<file path="src/sv/iccf_pkg.sv">
`timescale 1ns / 1ps
package iccf_pkg;

  localparam logic [7:0]  DOLLAR_CHAR      = 8'h24;
  localparam int          RunMax           = 4;
  localparam int          CountW           = 3;
  localparam logic [11:0] BASE_COLOUR_RST  = 12'hFFF;

  typedef logic [1:0] phase_t;

  typedef struct packed {
    logic [RunMax-1:0][7:0] chars;
    logic [CountW-1:0]      count;
    logic                   char_valid;
    logic [11:0]            colour;
    logic                   uses_base;
    logic                   done;
  } run_t;

  function automatic logic is_hex(input logic [7:0] c);
    return (c >= 8'h30 && c <= 8'h39) || (c >= 8'h41 && c <= 8'h46) ||
           (c >= 8'h61 && c <= 8'h66);
  endfunction

  function automatic logic [3:0] hex_value(input logic [7:0] c);
    if (c >= 8'h30 && c <= 8'h39) begin
      return c[3:0];
    end else if (is_hex(c)) begin
      return c[3:0] + 4'd9;
    end else begin
      return 4'd0;
    end
  endfunction

endpackage

</file>
<file path="src/sv/iccf_decode.sv">
`timescale 1ns / 1ps
module iccf_decode import iccf_pkg::*; (
  input  logic        clk_i,
  input  logic        rst_ni,
  input  logic        take_i,
  input  logic [7:0]  text_byte_i,
  input  logic        end_of_text_i,
  input  logic [11:0] base_colour_i,
  output run_t        run_o
);

  phase_t        phase_q, phase_d;
  logic [11:0]   colour_q, colour_d;
  logic          is_base_q, is_base_d;
  logic [1:0][7:0] held_q;
  logic          held_we;
  logic [RunMax-1:0][7:0] list;
  logic          is_dollar;
  logic          pend_hex;
  logic [CountW-1:0] phase_ext;
  logic [CountW-1:0] count;

  always_comb begin
    is_dollar = (text_byte_i == DOLLAR_CHAR);
    pend_hex  = (phase_q != 2'd0) && is_hex(text_byte_i) && !is_dollar;
    phase_ext = CountW'(phase_q);

    list[0] = DOLLAR_CHAR;
    list[1] = held_q[0];
    list[2] = held_q[1];
    list[3] = text_byte_i;
    list[phase_q] = text_byte_i;

    phase_d   = phase_q;
    colour_d  = colour_q;
    is_base_d = is_base_q;
    held_we   = 1'b0;

    priority if (is_dollar) begin
      count   = phase_ext + CountW'(end_of_text_i);
      phase_d = 2'd1;
    end else if (pend_hex && phase_q == 2'd3) begin
      count     = '0;
      phase_d   = 2'd0;
      colour_d  = {hex_value(held_q[0]), hex_value(held_q[1]), hex_value(text_byte_i)};
      is_base_d = 1'b0;
    end else if (pend_hex) begin
      count   = end_of_text_i ? phase_ext + CountW'(1) : '0;
      phase_d = phase_q + 2'd1;
      held_we = 1'b1;
    end else begin
      count   = phase_ext + CountW'(1);
      phase_d = 2'd0;
    end

    if (end_of_text_i) begin
      phase_d   = 2'd0;
      colour_d  = '0;
      is_base_d = 1'b1;
    end

    run_o.chars      = list;
    run_o.done       = end_of_text_i;
    run_o.char_valid = 1'b1;
    run_o.uses_base  = is_base_q;
    run_o.colour     = is_base_q ? base_colour_i : colour_q;
    run_o.count      = count;
    if (end_of_text_i && count == '0) begin
      run_o.count      = CountW'(1);
      run_o.char_valid = 1'b0;
      run_o.uses_base  = 1'b0;
      run_o.colour     = '0;
      run_o.chars      = '0;
    end
  end

  always_ff @(posedge clk_i or negedge rst_ni) begin
    if (!rst_ni) begin
      phase_q   <= 2'd0;
      colour_q  <= '0;
      is_base_q <= 1'b1;
    end else if (take_i) begin
      phase_q   <= phase_d;
      colour_q  <= colour_d;
      is_base_q <= is_base_d;
    end
  end

  always_ff @(posedge clk_i) begin
    if (take_i && held_we) begin
      held_q[phase_q[1]] <= text_byte_i;
    end
  end

endmodule

</file>
<file path="src/sv/iccf_emit.sv">
`timescale 1ns / 1ps
module iccf_emit import iccf_pkg::*; (
  input  logic        clk_i,
  input  logic        rst_ni,
  input  logic        load_i,
  input  run_t        run_i,
  output logic        ready_o,
  output logic        out_valid_o,
  input  logic        out_stall_i,
  output logic [7:0]  out_char_o,
  output logic        char_valid_o,
  output logic [3:0]  red_level_o,
  output logic [3:0]  green_level_o,
  output logic [3:0]  blue_level_o,
  output logic        uses_base_o,
  output logic        text_done_o,
  output logic        last_of_run_o
);

  logic [RunMax-1:0][7:0] chars_q;
  logic [CountW-1:0] rem_q;
  logic [1:0]        idx_q;
  logic              char_valid_q;
  logic [11:0]       colour_q;
  logic              uses_base_q;
  logic              done_q;
  logic              out_valid_q;
  logic [7:0]        out_char_q;
  logic              out_cv_q;
  logic [11:0]       out_colour_q;
  logic              out_base_q;
  logic              out_done_q;
  logic              out_last_q;
  logic              pop;
  logic              last_pop;

  assign pop      = (rem_q != '0) && (!out_valid_q || !out_stall_i);
  assign last_pop = (rem_q == CountW'(1));
  assign ready_o  = (rem_q == '0) || (last_pop && pop);

  always_ff @(posedge clk_i or negedge rst_ni) begin
    if (!rst_ni) begin
      rem_q       <= '0;
      idx_q       <= 2'd0;
      out_valid_q <= 1'b0;
    end else begin
      if (load_i && ready_o) begin
        rem_q <= run_i.count;
        idx_q <= 2'd0;
      end else if (pop) begin
        rem_q <= rem_q - CountW'(1);
        idx_q <= idx_q + 2'd1;
      end
      if (pop) begin
        out_valid_q <= 1'b1;
      end else if (!out_stall_i) begin
        out_valid_q <= 1'b0;
      end
    end
  end

  always_ff @(posedge clk_i) begin
    if (load_i && ready_o) begin
      chars_q      <= run_i.chars;
      char_valid_q <= run_i.char_valid;
      colour_q     <= run_i.colour;
      uses_base_q  <= run_i.uses_base;
      done_q       <= run_i.done;
    end
    if (pop) begin
      out_char_q   <= chars_q[idx_q];
      out_cv_q     <= char_valid_q;
      out_colour_q <= colour_q;
      out_base_q   <= uses_base_q;
      out_done_q   <= done_q && last_pop;
      out_last_q   <= last_pop;
    end
  end

  assign out_valid_o   = out_valid_q;
  assign out_char_o    = out_char_q;
  assign char_valid_o  = out_cv_q;
  assign red_level_o   = out_colour_q[11:8];
  assign green_level_o = out_colour_q[7:4];
  assign blue_level_o  = out_colour_q[3:0];
  assign uses_base_o   = out_base_q;
  assign text_done_o   = out_done_q;
  assign last_of_run_o = out_last_q;

endmodule

</file>
<file path="src/sv/inline_colour_code_filter.sv">
`timescale 1ns / 1ps
// Strips '$RGB' colour codes from a byte stream and tags each remaining
// character with its colour nibbles (or the base colour). Bytes enter an
// input register, are decoded in one pass against the match state, and the
// resulting run of zero to four words is played out through an output
// register one word per clock while the output is not stalled. A byte that
// yields zero or one word does not hold the input, so plain text then flows at
// one byte per clock; a byte that yields more (a broken or flushed code) holds
// the input until its last word pops into the output register.
module inline_colour_code_filter import iccf_pkg::*; (
  input  logic        clk_i,
  input  logic        rst_ni,
  input  logic        cfg_we_i,
  input  logic [11:0] cfg_wdata_i,
  input  logic        in_valid_i,
  output logic        in_stall_o,
  input  logic [7:0]  text_byte_i,
  input  logic        end_of_text_i,
  output logic        out_valid_o,
  input  logic        out_stall_i,
  output logic [7:0]  out_char_o,
  output logic        char_valid_o,
  output logic [3:0]  red_level_o,
  output logic [3:0]  green_level_o,
  output logic [3:0]  blue_level_o,
  output logic        uses_base_o,
  output logic        text_done_o,
  output logic        last_of_run_o
);

  logic [11:0] base_colour_q;
  logic        in_valid_q;
  logic [7:0]  byte_q;
  logic        eot_q;
  logic        emit_ready;
  logic        consume;
  run_t        run;

  assign consume    = in_valid_q && emit_ready;
  assign in_stall_o = in_valid_q && !emit_ready;

  always_ff @(posedge clk_i or negedge rst_ni) begin
    if (!rst_ni) begin
      base_colour_q <= BASE_COLOUR_RST;
      in_valid_q    <= 1'b0;
    end else begin
      if (cfg_we_i) begin
        base_colour_q <= cfg_wdata_i;
      end
      if (!in_stall_o) begin
        in_valid_q <= in_valid_i;
      end
    end
  end

  always_ff @(posedge clk_i) begin
    if (in_valid_i && !in_stall_o) begin
      byte_q <= text_byte_i;
      eot_q  <= end_of_text_i;
    end
  end

  iccf_decode u_decode (
    .clk_i         (clk_i),
    .rst_ni        (rst_ni),
    .take_i        (consume),
    .text_byte_i   (byte_q),
    .end_of_text_i (eot_q),
    .base_colour_i (base_colour_q),
    .run_o         (run)
  );

  iccf_emit u_emit (
    .clk_i         (clk_i),
    .rst_ni        (rst_ni),
    .load_i        (consume),
    .run_i         (run),
    .ready_o       (emit_ready),
    .out_valid_o   (out_valid_o),
    .out_stall_i   (out_stall_i),
    .out_char_o    (out_char_o),
    .char_valid_o  (char_valid_o),
    .red_level_o   (red_level_o),
    .green_level_o (green_level_o),
    .blue_level_o  (blue_level_o),
    .uses_base_o   (uses_base_o),
    .text_done_o   (text_done_o),
    .last_of_run_o (last_of_run_o)
  );

endmodule

</file>
<file path="config.mk">
export PLATFORM = sky130hd
export DESIGN_NAME = inline_colour_code_filter
export DESIGN_NICKNAME = d
export VERILOG_FILES = /design/src/sv/iccf_pkg.sv /design/src/sv/iccf_decode.sv /design/src/sv/iccf_emit.sv /design/src/sv/inline_colour_code_filter.sv
export SDC_FILE = /design/constraint.sdc
export NUM_CORES = 1
export LEC_CHECK = 0
export ABC_AREA = 0
export BUFFER_PORTS_ARGS = -buffer_cell sky130_fd_sc_hd__buf_2
export CAP_MARGIN = 20
export CORE_MARGIN = 3
export CORE_UTILIZATION = 45
export DETAILED_ROUTE_END_ITERATION = 7
export PLACE_DENSITY = 0.69
export SLEW_MARGIN = 10
export SYNTH_ARGS = -nofsm -noshare
export SYNTH_HDL_FRONTEND = slang
export SYNTH_HIERARCHICAL = 1
export SYNTH_SLANG_ARGS = --single-unit
export TNS_END_PERCENT = 100
</file>
<file path="constraint.sdc">
create_clock -name clk_i -period 3.8 [get_ports clk_i]
set_clock_uncertainty 0.15 [all_clocks]
set_input_delay 0.57 -clock clk_i [delete_from_list [all_inputs] [get_ports clk_i]]
set_output_delay 0.57 -clock clk_i [all_outputs]
set_load 0.01 [all_outputs]
</file>
Yosys cells after proc, flatten, opt, wreduce, memory -nomap -nowiden. Cells that the tools add are included.

Equality and inequality tests: 5. $lt $le $gt $ge: 23. Muxes and demuxes: 39. Reduce and logical (&&, ||, !) cells: 43. Add/sub/neg operators: 8.

Operators by type and width (count): >= comparator 8 x 7 -> 1 bit, second input constant (6); <= comparator 8 x 7 -> 1 bit, second input constant (6); 2-to-1 mux 12 bit (4); bitwise mux 32 bit (1); >= comparator 8 x 6 -> 1 bit, second input constant (3); <= comparator 8 x 6 -> 1 bit, second input constant (3); 2-to-1 mux 4 bit (6); 2-to-1 mux 8 bit (3); logical AND 1 bit (23); 2-to-1 mux 3 bit (6); 2-to-1 mux 17 bit (1); binary-select mux 8 bit (select 2 bit) (1); bitwise mux 16 bit (1); demux 8 bit (select 2 bit) (1); adder 4 bit, second input constant (3); 2-to-1 mux 2 bit (6); demux 8 bit (select 1 bit) (1); equality test 8 x 6 -> 1 bit, second input constant (1); logical OR 1 bit (8); 2-to-1 mux 1 bit (8); zero test 3 bit (2); < comparator 2 x 3 -> 1 bit, second input constant (2); nonzero test 2 bit (3); zero test 1 bit (5); other kinds (13) (14).

Output and inout port bits: 26. Register bits: 130.

Logic depth before layout (Yosys ltp). Gate-level depths: netlist (run 1).

Depth after elaboration: 13. Gate-level depth with buffers: 11. Gate-level depth less buffers: 9.

By module. Netlist (run 1), hierarchy kept.

Modules (own cells, without submodules): iccf_emit (area each 2730.1 µm², times used 1, cells each 125, seq. area each 2282.2 µm²); iccf_decode (area each 2541.2 µm², times used 1, cells each 259, seq. area each 857.1 µm²); inline_colour_code_filter (area each 823.3 µm², times used 1, cells each 40, seq. area each 610.6 µm²).

Least setup slack after synthesis (run 1). OpenSTA, ideal clock, no wires.

Path type: register to register. From: register byte_q[0]. To: register u_decode/held_q[0] (netlist bit) (enable). Data arrival time: 2416 ps. Cell stages (with the launch flop): 8. Setup slack: 851 ps. Data required time: 3267 ps. Period minus slack after synthesis: 2949 ps. Cell sequence: edfxtp_1 > inv_1 > ha_1 > nor3b_2 > o311a_4 > nor3_1 > nand2_1 > nor3_1.

Word-level cells in the longest chain between the ends: 10. Elaborated cells between the ends (all ways): 20. Classes of those cells: order compare: 6; eq/ne: 1; mux: 3; reduce/logical: 10.

Ends and longest elaborated chain: from (decl) (RTL line inline_colour_code_filter.sv:33) `logic [7:0] byte_q;`; from (signal assigned) (RTL line inline_colour_code_filter.sv:58) `byte_q <= text_byte_i;`; >= comparator 8 x 6 -> 1 bit (tied with other cells) (RTL line iccf_pkg.sv:21) `return (c >= 8'h30 && c <= 8'h39) || (c >= 8'h41 && c <= 8'h46) ||`; logical AND 1 bit (RTL line iccf_pkg.sv:21); logical OR 1 bit (2 in series) (RTL line iccf_pkg.sv:21); logical AND 1 bit (2 in series) (RTL line iccf_decode.sv:25) `pend_hex = (phase_q != 2'd0) && is_hex(text_byte_i) && !is_dollar;`; 2-to-1 mux 1 bit or logical AND 1 bit (tied branches) (RTL line iccf_decode.sv:47, iccf_decode.sv:42); 2-to-1 mux 1 bit (RTL line iccf_decode.sv:42) `end else if (pend_hex && phase_q == 2'd3) begin`; 2-to-1 mux 1 bit (*) (RTL line iccf_decode.sv:39) `priority if (is_dollar) begin`; logical AND 1 bit (*) (RTL line iccf_decode.sv:90) `if (take_i && held_we) begin`; to (signal, indexed assignment) (RTL line iccf_decode.sv:91) `held_q[phase_q[1]] <= text_byte_i;`; to (decl) (RTL line iccf_decode.sv:15) `logic [1:0][7:0] held_q;`.

Mark *: on every way between the ends. The rest lies on a longest branch, timed or not. A chain may end at the register's enable or synchronous reset.

Worst setup path after layout (run 1).
From: register byte_q[1]. To: register u_emit/chars_q[31] (netlist bit) (data pin).

Word-level cells in the longest chain between the ends: 11. Elaborated cells between the ends (all ways): 21. Classes of those cells: order compare: 6; eq/ne: 1; mux: 3; reduce/logical: 11.

Ends and longest elaborated chain: >= comparator 8 x 6 -> 1 bit (tied with other cells) (RTL line iccf_pkg.sv:21); logical AND 1 bit (RTL line iccf_pkg.sv:21); logical OR 1 bit (2 in series) (RTL line iccf_pkg.sv:21); logical AND 1 bit (2 in series) (RTL line iccf_decode.sv:25); 2-to-1 mux 3 bit or logical AND 1 bit (tied branches) (RTL line iccf_decode.sv:47, iccf_decode.sv:42); 2-to-1 mux 3 bit (RTL line iccf_decode.sv:42); 2-to-1 mux 3 bit (*) (RTL line iccf_decode.sv:39); zero test 3 bit (*) (RTL line iccf_decode.sv:68) `if (end_of_text_i && count == '0) begin`; logical AND 1 bit (*) (RTL line iccf_decode.sv:68); to (signal assigned) (RTL line iccf_emit.sv:64) `chars_q <= run_i.chars;`; to (decl) (RTL line iccf_emit.sv:20) `logic [RunMax-1:0][7:0] chars_q;`.

Marks and branches as above.

==> reports/metrics.yaml, run 1 <==
ys_ff_latch: 130
synth_top_flop_cell: "edfxtp_1"
rsz0062_at_grt: "no"
syn_inst: 424
nets: 521
synth_compound_area_share_pct: 12.89
min_period_over_period_pct: 82.87
yosysUniqueCellTypes: 63
yosys.area_share.simple_pct: 6.364
crit_family: "compound AO/OA/AOI/OAI gates"
max_slew_margin_pct: 46.38
drive_above_1_share_pct: 29.92
dieArea_sq_um: 14980
via_per_inst: 5.468
arrival_ns: 3.12
area_delta_synth_final_pct: 16.24
clock-root-buffer: "clkbuf_16"
via_count: 3609
end_kind: "register"
cts.sinks: 130
clk_latency_ns: 0.41
required_ns: 3.77
power_mw: 4.674
fin_crit_ns: 3.149
yosysTopAreaCellShare_pct: 47.30
critPathMaxFanout: 46
slowest_stage: "edfxtp_1"
cts_buffer_depth: 2
synth_area_sq_um: 6095
crit_chain: "inv_1 > ha_1 > nor3b_2 > o311a_4 > o32a_1 > o41ai_4 > buf_12 > a21boi_0"
synth_area_leaders: "edfxtp_1 47%, dfrtp_1 8.6%, dfstp_2 5.6%, mux2i_1 4.8%, ha_1 4.1%"
setup_viol: 0
grt_max_degree: 53
syn_avg_cell_area_sq_um: 14.37
pin_count: 52
cts_made_buffers: 17
dr.pass1.iters: 5
power_density_nw_per_um2: 659.8
wirelength_mm: 11.54
synthArstFlopShare_pct: 26.15
core_sq_um: 12930
die_y_um: 122.4
synth_edf_count: 96
htreeDepth: 4
final_cell_mix: "96 x edfxtp_1, 51 x buf_2, 42 x a21oi_1, 29 x mux2i_1, 21 x dfrtp_1"
ys_warn_count: 6
place.gp.congestion: 0.9192
path_clk_slew_ns: 0.06
worstMarginPinSlew_ns: 0.8043
track_usage_pct: 16.39
synthXorXnorAreaFrac_pct: 0.4311
start_util_pct: 47.14
grt.overflow.total: 0
slew_viol_final: 0
cts-resized-gates: 0
antenna_found_initial: 0
synth_fa_ha_area_share_pct: 4.106
grt_pass1_wl_mm: 18.71
rows: 41
cts_tree: "yes"
crit_type: "reg -> reg"
wl_per_cell_um: 17.49
post_cts_buffers: 0
tns_ns: 0
grt_pass1_vias: 3568
hold_viol_final: 0
holdBufCountCts: 0
die_w_um: 122.4
remaining_drc_errors: 0
synth.area.mux_share_pct: 10.92
synth_top_cell_by_area: "edfxtp_1"
cap_viol_max_count: 0
worst_setup_path_start_kind: "register"
final_common_cell: "edfxtp_1"
max_freq_mhz: 317.5
leakagePower_nw: 2.739
status: "finished clean"
drtIter0Drc: 251
port_buffers: 51
postRouteAntennaNets: 0
min_path_type: "in -> async"
n_antenna_cell: 0
ys_seq_area_share_pct: 61.53
synth.net_count: 470
ir_drop_v: 0.0004053
synth_top_family_by_area: "compound AO/OA/AOI/OAI gates"
dp_hpwl_mm: 7.751
max_stage_delay_ns: 0.53
cp.buffers_inverters: 2
cell type report:
type,count,area (sq um)
Clock buffer,20,436.7
Clock inverter,12,156.4
Fill cell,1073,5843
Inverter,18,67.56
Multi-Input combinational cell,249,2118
Sequential cell,130,3750
Tap cell,172,215.2
Timing Repair Buffer,59,340.3
registers in the layout, indices dropped and copies added (netlist names):
name and flops:
in_valid_q 1, u_emit/rem_q 3, u_emit/uses_base_q 1, u_emit/idx_q 2, u_emit/chars_q 32, u_emit/out_colour_q 12
u_emit/text_done_o 1, u_emit/colour_q 12, u_emit/uses_base_o 1, u_emit/out_valid_o 1, u_decode/held_q 16, u_emit/char_valid_q 1
byte_q 8, u_decode/colour_q 12, base_colour_q 12, u_emit/last_of_run_o 1, u_emit/char_valid_o 1, u_emit/done_q 1
u_emit/out_char_o 8, u_decode/is_base_q 1, u_decode/phase_q 2, eot_q 1
worst paths after layout:
path | from | endpoint | slack (ns) | depth (start not counted)
worst max-delay path | byte_q[1] | u_emit/chars_q[31] | 0.65 | 8
worst max register to register | byte_q[1] | u_emit/chars_q[31] | 0.65 | 8
max in group asynchronous | rst_ni | u_decode/colour_q[3] | 2.89 | 1
min in group clk_i | text_byte_i[1] | byte_q[1] | 0.18 | 1
worst min-delay path | rst_ni | u_emit/out_valid_o | 0.09 | 1
worst min register to register | u_emit/colour_q[1] | u_emit/out_colour_q[1] | 0.27 | 0
kinds of logic after synthesis:
| group | after synthesis |
|---|---|
| adder cells (fa/ha/maj) | 20 |
| buffers and inverters | 45 |
| AND/OR/NAND/NOR | 64 |
| flip-flops | 130 |
| multiplexers | 51 |
| AO/OA/AOI/OAI | 111 |
| XOR/XNOR | 3 |
worst reg2reg max path, cell delays in order (launching register included):
cell and delay, ns:
edfxtp_1 0.53, inv_1 0.20, ha_1 0.25, nor3b_2 0.16, o311a_4 0.37, o32a_1 0.39
o41ai_4 0.37, buf_12 0.27, a21boi_0 0.17
synth_stat cells (all sizes together), types with 3 or more instances:
cell type	number
a211oi	6
nor3b	3
buf	12
inv	18
dfrtp	21
a21boi	7
or3	3
and2	4
nand2	13
o2bb2ai	12
mux4	8
o21bai	6
o21ai	8
a31oi	4
clkbuf	15
nor2b	5
edfxtp	96
dfstp	13
nor3	5
a21o	3
mux2i	29
nor2	6
mux2	14
a21oi	49
nand2b	5
xnor2	3
nor4b	3
nand4	3
ha	20
nand3	4
where the power goes:
part / internal (mW) / total (mW) / switching, mW
clock: 1.03 / 1.63 / 0.591
sequential: 1.93 / 2.11 / 0.187
combinational: 0.403 / 0.934 / 0.531
stage by stage:
stage	cell area [sq um]	setup WS [ns]	util (%)	std cells	hold WS [ns]
2_1_floorplan	6095	0.8508	-	424	0.1244
3_3_place_gp	6491	0.7881	50.21	628	0.2516
3_5_place_dp	6491	0.6917	50.21	628	0.2545
4_1_cts	7084	0.6715	54.80	660	0.1109
5_1_grt	7084	0.5346	54.80	660	0.1496
6_report	7084	0.6509	54.80	660	0.09298
routing by layer:
metal / GRT usage [%] / vias to the layer above / wire [um]
met1: 23.30 / 1770 / 5302
met2: 24.18 / 99 / 5422
met4: 6.158 / 0 / 182
met5: 0 / - / 0
met3: 4.470 / 14 / 636
li1: - / 1726 / -
Note: power is estimated with default switching activity, not from simulation.
==> run 2: changes to the inputs <==
Clock period 3.8 ns to 3.25 ns, I/O delays scaled along.
==> run 2 against run 1 <==
Net effect: the run now ends with negative hold slack left; sequential cell count unchanged; critical path depth unchanged; core utilization increased by 0.097 points; combinational power increased by 20%; cell area increased by 0.18%; first-iteration DRC count increased by 4.8%; largest cell class unchanged.
==> reports/metrics.yaml, run 2 (synthesis gave the netlist of run 1 again) <==
power_mw: 5.439  # +16%
cts_made_buffers: 17  # unchanged
violations: "negative hold slack"
port_buffers: 51  # unchanged
max_stage_delay_ns: 0.50  # -0.03 ns
worstMarginPinSlew_ns: 0.7806  # -0.02366 ns
cts-resized-gates: 0  # unchanged
switching_share_pct: 28.80  # +0.78 points
required_ns: 3.23  # -0.54 ns
top_register: "u_emit/chars_q"
drtIter0Drc: 263  # +4.8%
cts_buffer_depth: 2  # unchanged
dp_hpwl_mm: 7.712  # -0.51%
nets: 524  # +0.58%
slew_viol_final: 0  # unchanged
intPower_mw: 3.872  # +15%
rsz0062_at_grt: "no"
clk_latency_ns: 0.42  # about the same
clock-root-buffer: "clkbuf_16"
n_antenna_cell: 0  # unchanged
area_delta_synth_final_pct: 16.44
power_density_nw_per_um2: 766.3  # +16%
p_seq_share_pct: 45.4  # +0.2 points
critPathMaxFanout: 46  # unchanged
multi_input_area_sq_um: 2118  # unchanged
placed_area_sq_um: 6514  # +0.35%
min_period_over_period_pct: 92.91  # +10 points
grt_pass1_wl_mm: 18.77  # +0.37%
pin_count: 52  # unchanged
htreeDepth: 4  # unchanged
grt_max_degree: 50  # -5.7%
dr.pass1.iters: 5  # unchanged
p_switching_mw: 1.566  # +20%
tns_ns: 0  # unchanged
fillers: 1080  # +0.65%
drive_above_1_share_pct: 30.96  # +1.0 points
max_slew_margin_pct: 47.96  # +1.6 points
wirelength_mm: 11.46  # -0.74%
fin_crit_ns: 3.020  # -0.1294 ns
place.gp.congestion: 0.8956  # -2.6%
status: "complete, but fails checks"
antenna_found_initial: 0  # unchanged
remaining_drc_errors: 0  # unchanged
final_core_util_pct: 54.90  # +0.097 points
arrival_ns: 3.00  # -0.12 ns
worst_setup_path_start_kind: "register"
wl_per_cell_um: 17.28  # -1.2%
slowest_stage: "edfxtp_1"
setup_viol: 0  # unchanged
via_per_inst: 5.513  # +0.82%
holdBufCountCts: 0  # unchanged
grt_pass1_vias: 3621  # +1.5%
end_kind: "register"
seqCellArea_sq_um: 3750  # unchanged
crit_type: "reg -> reg"
core_sq_um: 12930  # unchanged
postRouteAntennaNets: 0  # unchanged
p_comb_share_pct: 20.6  # +0.6 points
grt.overflow.total: 0  # unchanged
start_util_pct: 47.14  # unchanged
crit_chain: "inv_1 > ha_1 > nor3b_2 > o311a_4 > o32a_1 > o41ai_4 > buf_12 > a21boi_0"
whs_ns: -0.007948  # -0.1009 ns
final_common_cell: "edfxtp_1"
min_path_type: "in -> async"
via_count: 3655  # +1.3%
cts.sinks: 130  # unchanged
max_freq_mhz: 331.2  # +4.3%
path_clk_slew_ns: 0.06  # about the same
die_y_um: 122.4  # unchanged
cap_viol_max_count: 0  # unchanged
die_w_um: 122.4  # unchanged
ir_drop_v: 0.0003609  # -11%
final_area_sq_um: 7097  # +0.18%
largest_register_ffs: 32  # unchanged
rows: 41  # unchanged
post_cts_buffers: 0  # unchanged
final_cell_mix: "96 x edfxtp_1, 51 x buf_2, 42 x a21oi_1, 29 x mux2i_1, 21 x dfrtp_1"
leakagePower_nw: 2.753  # +0.51%
clock_power_share_pct: 34.0  # -0.8 points
cts_tree: "yes"
track_usage_pct: 16.43  # +0.038 points
hold_viol_final: 7  # +7
dieArea_sq_um: 14980  # unchanged
==> run 2: changes by cell type in the layout (fill, tap and decap cells not counted), sizes merged <==
cell	before	now
buf	59	62
clkinv	5	9
bufinv	3	2
clkbuf	20	17
==> run 2: worst paths after layout <==
kind	start	end	slack, ns	depth (start not counted)
max	byte_q[1]	u_emit/chars_q[31]	0.23	8
min	rst_ni	u_emit/out_valid_o	-0.008	1
max reg2reg	byte_q[1]	u_emit/chars_q[31]	0.23	8
min reg2reg	u_emit/colour_q[2]	u_emit/out_colour_q[2]	0.27	0
max in group asynchronous	rst_ni	u_decode/colour_q[2]	2.45	1
min in group clk_i	text_byte_i[0]	byte_q[0]	0.09	1
==> run 2: routing by layer <==
metal  global-route usage (%)  share of wire (%)  up-vias
li1                         -                  -     1734
met1                    23.58                 47     1775
met2                    23.50                 46      128
met3                    4.055                5.4       18
met4                    7.838                1.8        0
met5                        0                  0        -
==> run 2: worst max-delay path: cells and delay by family, from the launching register on <==
kind | cells | cell delay (ns)
AND/OR/NAND/NOR | 1 | 0.16
AO/OA/AOI/OAI | 4 | 1.22
adder cells (fa/ha/maj) | 1 | 0.23
buffers and inverters | 2 | 0.44
flip-flops | 1 | 0.50
==> run 2: final cells by class <==
type                       instances  share of cell area (%)
sequential                       130                   52.84
clock buffer                      17                   5.994
tap                              172                   3.032
timing repair buffer              62                   5.113
multi-input combinational        249                   29.85
clock inverter                    15                   2.221
inverter                          18                  0.9520
==> run 2: through the flow <==
step | worst slack, ns | hold slack, ns | instances
after floorplan | 0.3008 | 0.04191 | 424
after global routing | 0.06446 | 0.04439 | 663
after detailed placement | 0.2560 | 0.2545 | 631
final | 0.2303 | -0.007948 | 663
after CTS | 0.2420 | 0.01382 | 663
after global placement | 0.3340 | 0.2524 | 631
==> run 2: power groups by stage <==
| stage | combinational (mW) | sequential, mW | clock [mW] |
|---|---|---|---|
| final | 1.12 | 2.47 | 1.85 |
| after global routing | 1.24 | 2.51 | 1.96 |
| after CTS | 1.13 | 2.48 | 1.88 |
| after detailed placement | 1.13 | 2.50 | 0 |
| after global placement | 1.09 | 2.49 | 0 |
| after floorplan | 0.781 | 2.46 | 0 |
